===== src/sdo_pkg.sv =====
// types and constants shared by the segmented download receiver
// no dependencies
package sdo_pkg;

  // sdo command specifiers
  localparam logic [7:0] CMD_INITIATE = 8'h21;
  localparam logic [7:0] CMD_SEG_T0   = 8'h00;
  localparam logic [7:0] CMD_SEG_T1   = 8'h10;
  localparam logic [7:0] CMD_SEG_ANY  = 8'h03;

  // acknowledge bytes
  localparam logic [7:0] ACK_INIT_B0  = 8'h60;
  localparam logic [7:0] ACK_INIT_B1  = 8'h20;
  localparam logic [7:0] ACK_SEG_T0   = 8'h20;
  localparam logic [7:0] ACK_SEG_T1   = 8'h30;

  localparam int unsigned SEG_BYTES = 7;
  localparam int unsigned MAX_WORDS = 4;

  typedef enum logic [1:0] {
    KIND_DATA   = 2'd0,
    KIND_ACK    = 2'd1,
    KIND_REJECT = 2'd2
  } kind_t;

  typedef struct packed {
    logic [7:0]  command_byte;
    logic [55:0] payload;
  } in_t;

  typedef struct packed {
    kind_t       result_kind;
    logic [15:0] data_word;
    logic [7:0]  ack_byte0;
    logic [7:0]  ack_byte1;
    logic        last;
  } out_t;

endpackage


===== src/sdo_segmented_download_receiver.sv =====
// segmented download receiver, server side of an sdo segmented download
// depends on sdo_pkg
//
// usage:
//   in channel (in_valid/in_ready/in_data) carries one received can frame per
//   transaction: command byte plus bytes 1 to 7.
//   out channel (out_valid/out_ready/out_data) carries the results of a frame:
//   zero to four data words, then one acknowledge or reject with last set.
//   a frame is decoded in the cycle it is accepted; all of its results are
//   captured in a result buffer and the first one is offered on the next cycle.
//   results leave one per cycle while out_ready is high, so a frame occupies the
//   buffer until all of its results (words produced plus one) are taken. a new
//   frame is taken in the same cycle the last result of the previous frame is
//   taken, so frames that yield a single result flow at one per cycle while out_ready is high.
//   when out_ready is low the buffer holds its current result and in_ready
//   stays low until the final result of the frame has been taken.
//   reset (rst_n low, synchronous) clears the byte count, the toggle, the
//   held byte and empties the result buffer.
module sdo_segmented_download_receiver
  import sdo_pkg::*;
(
  input  logic clk,
  input  logic rst_n,
  input  logic in_valid,
  output logic in_ready,
  input  in_t  in_data,
  output logic out_valid,
  input  logic out_ready,
  output out_t out_data
);

  // transfer state
  logic [31:0] rem_r, rem_nxt;
  logic        tog_r, tog_nxt;
  logic [7:0]  held_r, held_nxt;
  logic        hv_r, hv_nxt;

  // result buffer
  logic        busy_r;
  logic [2:0]  ptr_r;
  logic [2:0]  nwords_r, nwords_nxt;
  logic [15:0] words_r [MAX_WORDS];
  logic [15:0] words_nxt [MAX_WORDS];
  kind_t       fin_kind_r, fin_kind_nxt;
  logic [7:0]  fin_ack0_r, fin_ack0_nxt;
  logic [7:0]  fin_ack1_r, fin_ack1_nxt;

  logic        in_fire, out_fire, is_final;
  logic [7:0]  pay_b [SEG_BYTES];
  logic [2:0]  take_n;
  logic [3:0]  total_b;
  logic [2:0]  last_idx;
  logic        seg_ok;

  assign is_final = (ptr_r == nwords_r);
  assign out_valid = busy_r;
  assign out_fire = busy_r && out_ready;
  assign in_ready = !busy_r || (out_ready && is_final);
  assign in_fire = in_valid && in_ready;

  // split payload into bytes
  always_comb begin
    for (int i = 0; i < SEG_BYTES; i++) begin
      pay_b[i] = in_data.payload[8*i +: 8];
    end
  end

  // frame decode
  always_comb begin
    rem_nxt      = rem_r;
    tog_nxt      = tog_r;
    held_nxt     = held_r;
    hv_nxt       = hv_r;
    nwords_nxt   = 3'd0;
    fin_kind_nxt = KIND_REJECT;
    fin_ack0_nxt = 8'h00;
    fin_ack1_nxt = 8'h00;
    take_n       = (rem_r >= 32'(SEG_BYTES)) ? 3'(SEG_BYTES) : rem_r[2:0];
    total_b      = {1'b0, take_n} + {3'b000, hv_r};
    last_idx     = take_n - 3'd1;
    seg_ok       = (!tog_r && in_data.command_byte == CMD_SEG_T0) ||
                   (tog_r && in_data.command_byte == CMD_SEG_T1) ||
                   (in_data.command_byte == CMD_SEG_ANY);

    // pair held byte and payload bytes little-endian
    for (int k = 0; k < MAX_WORDS; k++) begin
      if (hv_r) begin
        words_nxt[k][7:0]  = (k == 0) ? held_r : pay_b[(2*k+SEG_BYTES-1) % SEG_BYTES];
        words_nxt[k][15:8] = pay_b[(2*k) % SEG_BYTES];
      end else begin
        words_nxt[k][7:0]  = pay_b[(2*k) % SEG_BYTES];
        words_nxt[k][15:8] = (k == MAX_WORDS-1) ? 8'h00 : pay_b[(2*k+1) % SEG_BYTES];
      end
    end

    if (rem_r == 32'd0) begin
      if (in_data.command_byte == CMD_INITIATE) begin
        rem_nxt      = in_data.payload[55:24];
        fin_kind_nxt = KIND_ACK;
        fin_ack0_nxt = ACK_INIT_B0;
        fin_ack1_nxt = ACK_INIT_B1;
      end
    end else if (seg_ok) begin
      rem_nxt      = rem_r - {29'd0, take_n};
      nwords_nxt   = total_b[3:1];
      hv_nxt       = total_b[0];
      held_nxt     = total_b[0] ? in_data.payload[8*last_idx +: 8] : 8'h00;
      tog_nxt      = !tog_r;
      fin_kind_nxt = KIND_ACK;
      fin_ack0_nxt = tog_r ? ACK_SEG_T1 : ACK_SEG_T0;
    end
  end

  // state and control
  always_ff @(posedge clk) begin
    if (!rst_n) begin
      rem_r  <= 32'd0;
      tog_r  <= 1'b0;
      held_r <= 8'h00;
      hv_r   <= 1'b0;
      busy_r <= 1'b0;
      ptr_r  <= 3'd0;
    end else begin
      if (in_fire) begin
        rem_r  <= rem_nxt;
        tog_r  <= tog_nxt;
        held_r <= held_nxt;
        hv_r   <= hv_nxt;
        busy_r <= 1'b1;
        ptr_r  <= 3'd0;
      end else if (out_fire) begin
        if (is_final) begin
          busy_r <= 1'b0;
        end else begin
          ptr_r <= ptr_r + 3'd1;
        end
      end
    end
  end

  // result buffer payload
  always_ff @(posedge clk) begin
    if (in_fire) begin
      nwords_r   <= nwords_nxt;
      fin_kind_r <= fin_kind_nxt;
      fin_ack0_r <= fin_ack0_nxt;
      fin_ack1_r <= fin_ack1_nxt;
      for (int k = 0; k < MAX_WORDS; k++) begin
        words_r[k] <= words_nxt[k];
      end
    end
  end

  // current result
  always_comb begin
    if (is_final) begin
      out_data.result_kind = fin_kind_r;
      out_data.data_word   = 16'h0000;
      out_data.ack_byte0   = fin_ack0_r;
      out_data.ack_byte1   = fin_ack1_r;
      out_data.last        = 1'b1;
    end else begin
      out_data.result_kind = KIND_DATA;
      out_data.data_word   = words_r[ptr_r[1:0]];
      out_data.ack_byte0   = 8'h00;
      out_data.ack_byte1   = 8'h00;
      out_data.last        = 1'b0;
    end
  end

endmodule


===== config.mk =====
export PLATFORM = sky130hd
export DESIGN_NAME = sdo_segmented_download_receiver
export DESIGN_NICKNAME = d
export VERILOG_FILES = /design/src/sdo_pkg.sv /design/src/sdo_segmented_download_receiver.sv
export SDC_FILE = /design/constraint.sdc
export NUM_CORES = 1
export LEC_CHECK = 0
export BUFFER_PORTS_ARGS = -buffer_cell sky130_fd_sc_hd__buf_2
export CAP_MARGIN = 20
export CORE_MARGIN = 2
export CORE_UTILIZATION = 45
export DETAILED_ROUTE_END_ITERATION = 10
export PLACE_DENSITY = 0.71
export SLEW_MARGIN = 10
export SYNTH_ARGS = -nofsm -noshare
export SYNTH_HDL_FRONTEND = slang
export SYNTH_SLANG_ARGS = --single-unit

===== constraint.sdc =====
create_clock -name clk -period 37.5 [get_ports clk]
set_clock_uncertainty 0.1 [all_clocks]
set_input_delay 7.5 -clock clk [delete_from_list [all_inputs] [get_ports clk]]
set_output_delay 7.5 -clock clk [all_outputs]
set_load 0.02 [all_outputs]

# ---- Word-level counts from Yosys, hierarchy flattened
# Memory sizes are Yosys's and may differ from the RTL's. A register that Yosys moved wholly into a read port is not among the register bits.
# Index checks and enable logic that the tools add are counted.
# W data, S select, Z words.
dict set report totals {
  reg_bits 67
  mem_bits_rw 64
  in_bits 68
  output_inout_bits 37
  elab_cells 72
  n_memories 1
}
# name depth word_bits rd rd_ports_with_merged_regs wr line
set memory_table {}
lappend memory_table {words_r 4 16 1 1 4 sdo_segmented_download_receiver.sv:42} ;# logic [15:0] words_r [MAX_WORDS];
dict set report op_classes {
  addsub 4
  magnitude_cmp 1
  n_eq_ne 5
  shift 1
  mux 25
  bitwise 4
  n_reduce_logical 21
}
# op n
set op_table {}
lappend op_table {{$mux W32} 3}
lappend op_table {{$mux W16} 4}
lappend op_table {{$shiftx A56 B7 Y8} 1}
lappend op_table {{$mux W35} 1}
lappend op_table {{$ge A32 B3 Y1 const B} 1}
lappend op_table {{$logic_not A32 Y1} 1}
lappend op_table {{$sub A32 B3 Y32} 1}
lappend op_table {{$mux W8} 2}
lappend op_table {{$mux W6} 2}
lappend op_table {{$mux W2} 5}
lappend op_table {{$eq A8 B2 Y1 const B} 1}
lappend op_table {{$eq A8 B5 Y1 const B} 1}
lappend op_table {{$eq A8 B6 Y1 const B} 1}
lappend op_table {{$logic_not A8 Y1} 1}
lappend op_table {{$mux W7} 1}
lappend op_table {{$reduce_and A3 Y1} 2}
lappend op_table {{$reduce_bool A2 Y1} 3}
lappend op_table {{$logic_and A1 B1 Y1} 5}
lappend op_table {{$mux W1} 5}
lappend op_table {{$mux W5} 1}
lappend op_table {{$add A3 B1 Y4} 1}
lappend op_table {{$not A1 Y1} 4}
lappend op_table {{$reduce_and A2 Y1} 2}
lappend op_table {{$reduce_or A2 Y1} 2}
lappend op_table {{other kinds (7)} 10}

# ---- Longest topological paths before layout
dict set report depth {
  depth_word 6
  mapped_depth 15
  ltp_nobuf 12
}

# ---- Worst setup path after synthesis
# OpenSTA, ideal clock, no wires.
dict set report synth_timing {
  path_kind {in2reg}
  start {input in_valid}
  end {register rem_r[21]}
  setup_ns 0.132
  arrival_time_ns 16.684
  required_ns 37.268
  slack_ns 20.583
  path_stages 6
  n_path_buf 1
  path_cell_list {nand2_1 > o41ai_1 > o21ai_2 > buf_6 > o41ai_1 > a21oi_1}
}
dict set report synth_via {
  elab_chain_len 2
}
# item line
set synth_lines {}
lappend synth_lines {{start: declaration} sdo_segmented_download_receiver.sv:24} ;# input logic in_valid,
lappend synth_lines {{$logic_and A1 B1 Y1} sdo_segmented_download_receiver.sv:59} ;# assign in_fire = in_valid && in_ready;
lappend synth_lines {{net in_fire} sdo_segmented_download_receiver.sv:48} ;# logic in_fire, out_fire, is_final;
lappend synth_lines {{$reduce_and A3 Y1 (no source line)} -}
lappend synth_lines {{end signal: assignment} sdo_segmented_download_receiver.sv:125} ;# rem_r <= rem_nxt;
lappend synth_lines {{end: declaration} sdo_segmented_download_receiver.sv:33} ;# logic [31:0] rem_r, rem_nxt;
# The timed path passes the listed nets, and every way through them passes these cells.
# A chain may end at the register's enable or synchronous reset.

# ---- Worst setup path after layout
dict set report layout_timing {
  start {input out_ready}
  end {output in_ready}
}
dict set report layout_via {
  elab_chain_len 2
}
# item line
set layout_lines {}
lappend layout_lines {{start: declaration} sdo_segmented_download_receiver.sv:28} ;# input logic out_ready,
lappend layout_lines {{$logic_and A1 B1 Y1} sdo_segmented_download_receiver.sv:58} ;# assign in_ready = !busy_r || (out_ready && is_final);
lappend layout_lines {{$logic_or A1 B1 Y1} sdo_segmented_download_receiver.sv:58}
lappend layout_lines {{end: declaration} sdo_segmented_download_receiver.sv:25} ;# output logic in_ready,
# Every way passes these cells.

==> flow_metrics.py <==
metrics = {
    "setup_path": {
        "cp-start-kind": "input port",
        "cpPeakStageDelay_ns": 0.16,
        "path_cells": "buf_2, nand2_1, nand2_1, buf_2",
        "rr_startpoint": "rem_r[16]",
        "r2r.worst_path.cells": 13,
        "cp.arrival_ns": 7.91,
        "crit_type": "input port to primary output",
        "r2r-end": "held_r[2]",
        "r2r_slack_ns": 32.99,
        "crit_required_ns": 29.90,
        "critPathMaxFanout": 3,
        "cp-startpoint": "out_ready",
        "critPathSlowestCell": "buf_2",
        "cp-endpoint": "in_ready",
        "crit_path_end_kind": "primary output",
    },
    "finish": {
        "fin_nets": 773,
        "final_area_mm2": 0.00795,
        "final_util": 0.529,
        "synthToLayoutAreaGrowth_pct": 16.3,
        "layout.cells.most_common": "buf_2",
        "antennaDiodeCount": 0,
        "final_cell_mix": "buf_2, edfxtp_1, mux2_2",
        "drive_above_1_share": 0.322,
    },
    "timing": {
        "hold_viol": 0,
        "period_needed_ns": 15.51,
        "slew_viol_final": 0,
        "relSlewSlack": 0.274,
        "tightestPinTransition_ns": 1.09,
        "rsz0062_at_grt": "false",
        "setup_tns_ns": 0,
        "timing.fmax_mhz": 64.5,
        "fin_crit_sh": 0.414,
        "report.final.setup_viol": 0,
    },
    "power_and_ir_drop": {
        "max-vdd-ir-drop_v": 0.0000347,
        "p_total_mw": 0.348,
        "power_leakage_nw": 3.06,
        "power.density_mw_per_mm2": 43.7,
    },
    "floorplanning": {
        "die_y_um": 127,
        "floorplan.initialDensity": 0.455,
        "die_x_um": 127,
        "num_io_pins": 105,
        "coreArea_mm2": 0.0150,
        "rows": 45,
        "die-area_mm2": 0.0162,
    },
    "clock_tree": {
        "worstSkewPairLatency_ns": 0.42,
        "cts_max_level": 4,
        "ctsHoldBuffers": 0,
        "clock_path_buffers": 2,
        "cts_tree": "done",
        "cts_buffers": 17,
        "ctsResizeCount": 0,
        "cts_setup_buffers": 0,
        "cts.clk_slew.worst_paths_ns": 0.05,
        "cts_num_sinks": 119,
        "root_buffer": "clkbuf_16",
    },
    "detailed_routing": {
        "dr.pass1.iters": 6,
        "vias_per_cell": 6.09,
        "num_vias": 5485,
        "drcViolationCount": 0,
        "drt_first_iter_violations": 513,
        "wirelength_mm": 18.2,
        "ant_nets": 0,
        "detail_route.wl_per_cell_um": 20.2,
    },
    "logic_synthesis": {
        "synth_xor_area_frac": 0.0128,
        "postSynthCellCount": 621,
        "synth_simple_gate_area_frac": 0.148,
        "ys_seq_elements": 119,
        "synth_top_family_by_area": "multiplexers",
        "yosysTopAreaCellShare": 0.312,
        "synthArstFlopShare": 0,
        "synth_top_cell_by_area": "edfxtp_1",
        "syn_avg_cell_area_um2": 11.0,
        "netlist_area_mm2": 0.00683,
        "ys_warn_count": 0,
        "ys_seq_area_frac": 0.453,
        "synth_fa_ha_area_frac": 0.00915,
        "synth_cell_types": 66,
        "synthMuxAreaShare": 0.182,
        "synth_ff_type": "edfxtp_1",
        "synth_compound_area_frac": 0.148,
        "synth_edf_count": 71,
        "synth.area.top_cells": "edfxtp_1, dfxtp_1, mux2_2",
    },
    "global_route": {
        "antenna_found_initial": 0,
        "grt_pass1_vias": 5311,
        "grt-ovfl-total": 0,
        "grt_usage": 0.230,
        "grt_max_degree": 77,
        "grt_pass1_wl_mm": 28.6,
    },
    "placed_design": {
        "hpwl_mm": 12.6,
        "placed_area_mm2": 0.00736,
        "numPortBuffers": 92,
        "gp_congestion": 0.906,
    },
    "min_path": {
        "hold_class": "flop to flop",
    },
    "flow_run": {
        "maxCapViolCount": 0,
    },
    "outcome": {
        "status": "completed",
    },
}
Yosys cell counts, types with 6 or more instances:
cell        n
a211oi_1    7
a21oi_1    29
a32o_1      8
and2_1     20
buf_2      11
buf_4      15
clkbuf_1   20
dfxtp_1    48
edfxtp_1   71
inv_1      11
mux2_2     66
mux2i_1    13
mux4_2     16
nand2_1    39
nand2b_1    6
nand3_1     6
nor2_1     41
nor2b_1    16
nor3_1     16
nor4_1      6
o21ai_0    17
o21ai_1    13
o2bb2ai_1   8
o31ai_1     7
or4_1       6
worst max-delay path: cells and delay by family:
| kind | cells | cell delay [ns] |
|---|---|---|
| buffers and inverters | 2 | 0.26 |
| AND/OR/NAND/NOR | 2 | 0.15 |
area by class of cell:
| cell class | instances | area (um2) |
|---|---|---|
| clock buffer | 18 | 429 |
| inverter | 11 | 41.3 |
| fill | 1264 | 7090 |
| timing repair buffer | 101 | 536 |
| sequential | 119 | 3090 |
| clock inverter | 13 | 138 |
| multi-input combinational | 450 | 3470 |
| tap | 188 | 235 |
metal layers:
| metal | up-vias | global-route usage | wire length, um |
|---|---|---|---|
| met3 | 35 | 0.0611 | 1380 |
| met4 | 0 | 0.0963 | 431 |
| met5 | - | 0 | 0 |
| li1 | 2516 | - | - |
| met2 | 211 | 0.372 | 8840 |
| met1 | 2723 | 0.293 | 7550 |
registers in the layout, indices dropped and copies added, names as in the netlist, named ones only:
signal,count
words_r,64
rem_r,32
tog_r,1
ptr_r,3
fin_ack0_r,2
out_valid,1
fin_kind_r,2
nwords_r,3
hv_r,1
held_r,8
cell families (layout without fill, tap and decap cells):
kind of cell / after synthesis / in the layout
simple gates: 186 / 186
compound gates: 141 / 141
flops: 119 / 119
mux: 96 / 96
buf+inv: 63 / 143
xor+xnor: 10 / 10
fa+ha+maj: 5 / 5
other cells: 1 / 12
report_power, final:
part	leakage (nW)	internal, mW	switching (mW)
combinational	1.71	0.0163	0.0259
clock	0.279	0.102	0.0568
sequential	1.07	0.145	0.00149
total	3.06	0.263	0.0842
through the flow:
step,hold WS (ns),worst slack (ns),cells
4_1_cts,0.363,21.98,899
2_1_floorplan,0.327,20.58,632
3_5_place_dp,0.345,21.99,868
5_1_grt,0.374,21.95,900
6_report,0.365,21.99,900
3_3_place_gp,0.345,22.00,868
worst min-delay path by stage:
| stage | start | endpoint | cells after the start |
|---|---|---|---|
| floorplan | held_r[0] | held_r[0] | 1 |
| global placement | held_r[3] | held_r[3] | 1 |
| detailed placement | held_r[1] | held_r[1] | 1 |
| CTS | held_r[1] | held_r[1] | 1 |
| global route | held_r[3] | held_r[3] | 1 |
| finish | held_r[1] | held_r[1] | 1 |
No activity file was read; power rests on OpenSTA's default activity.
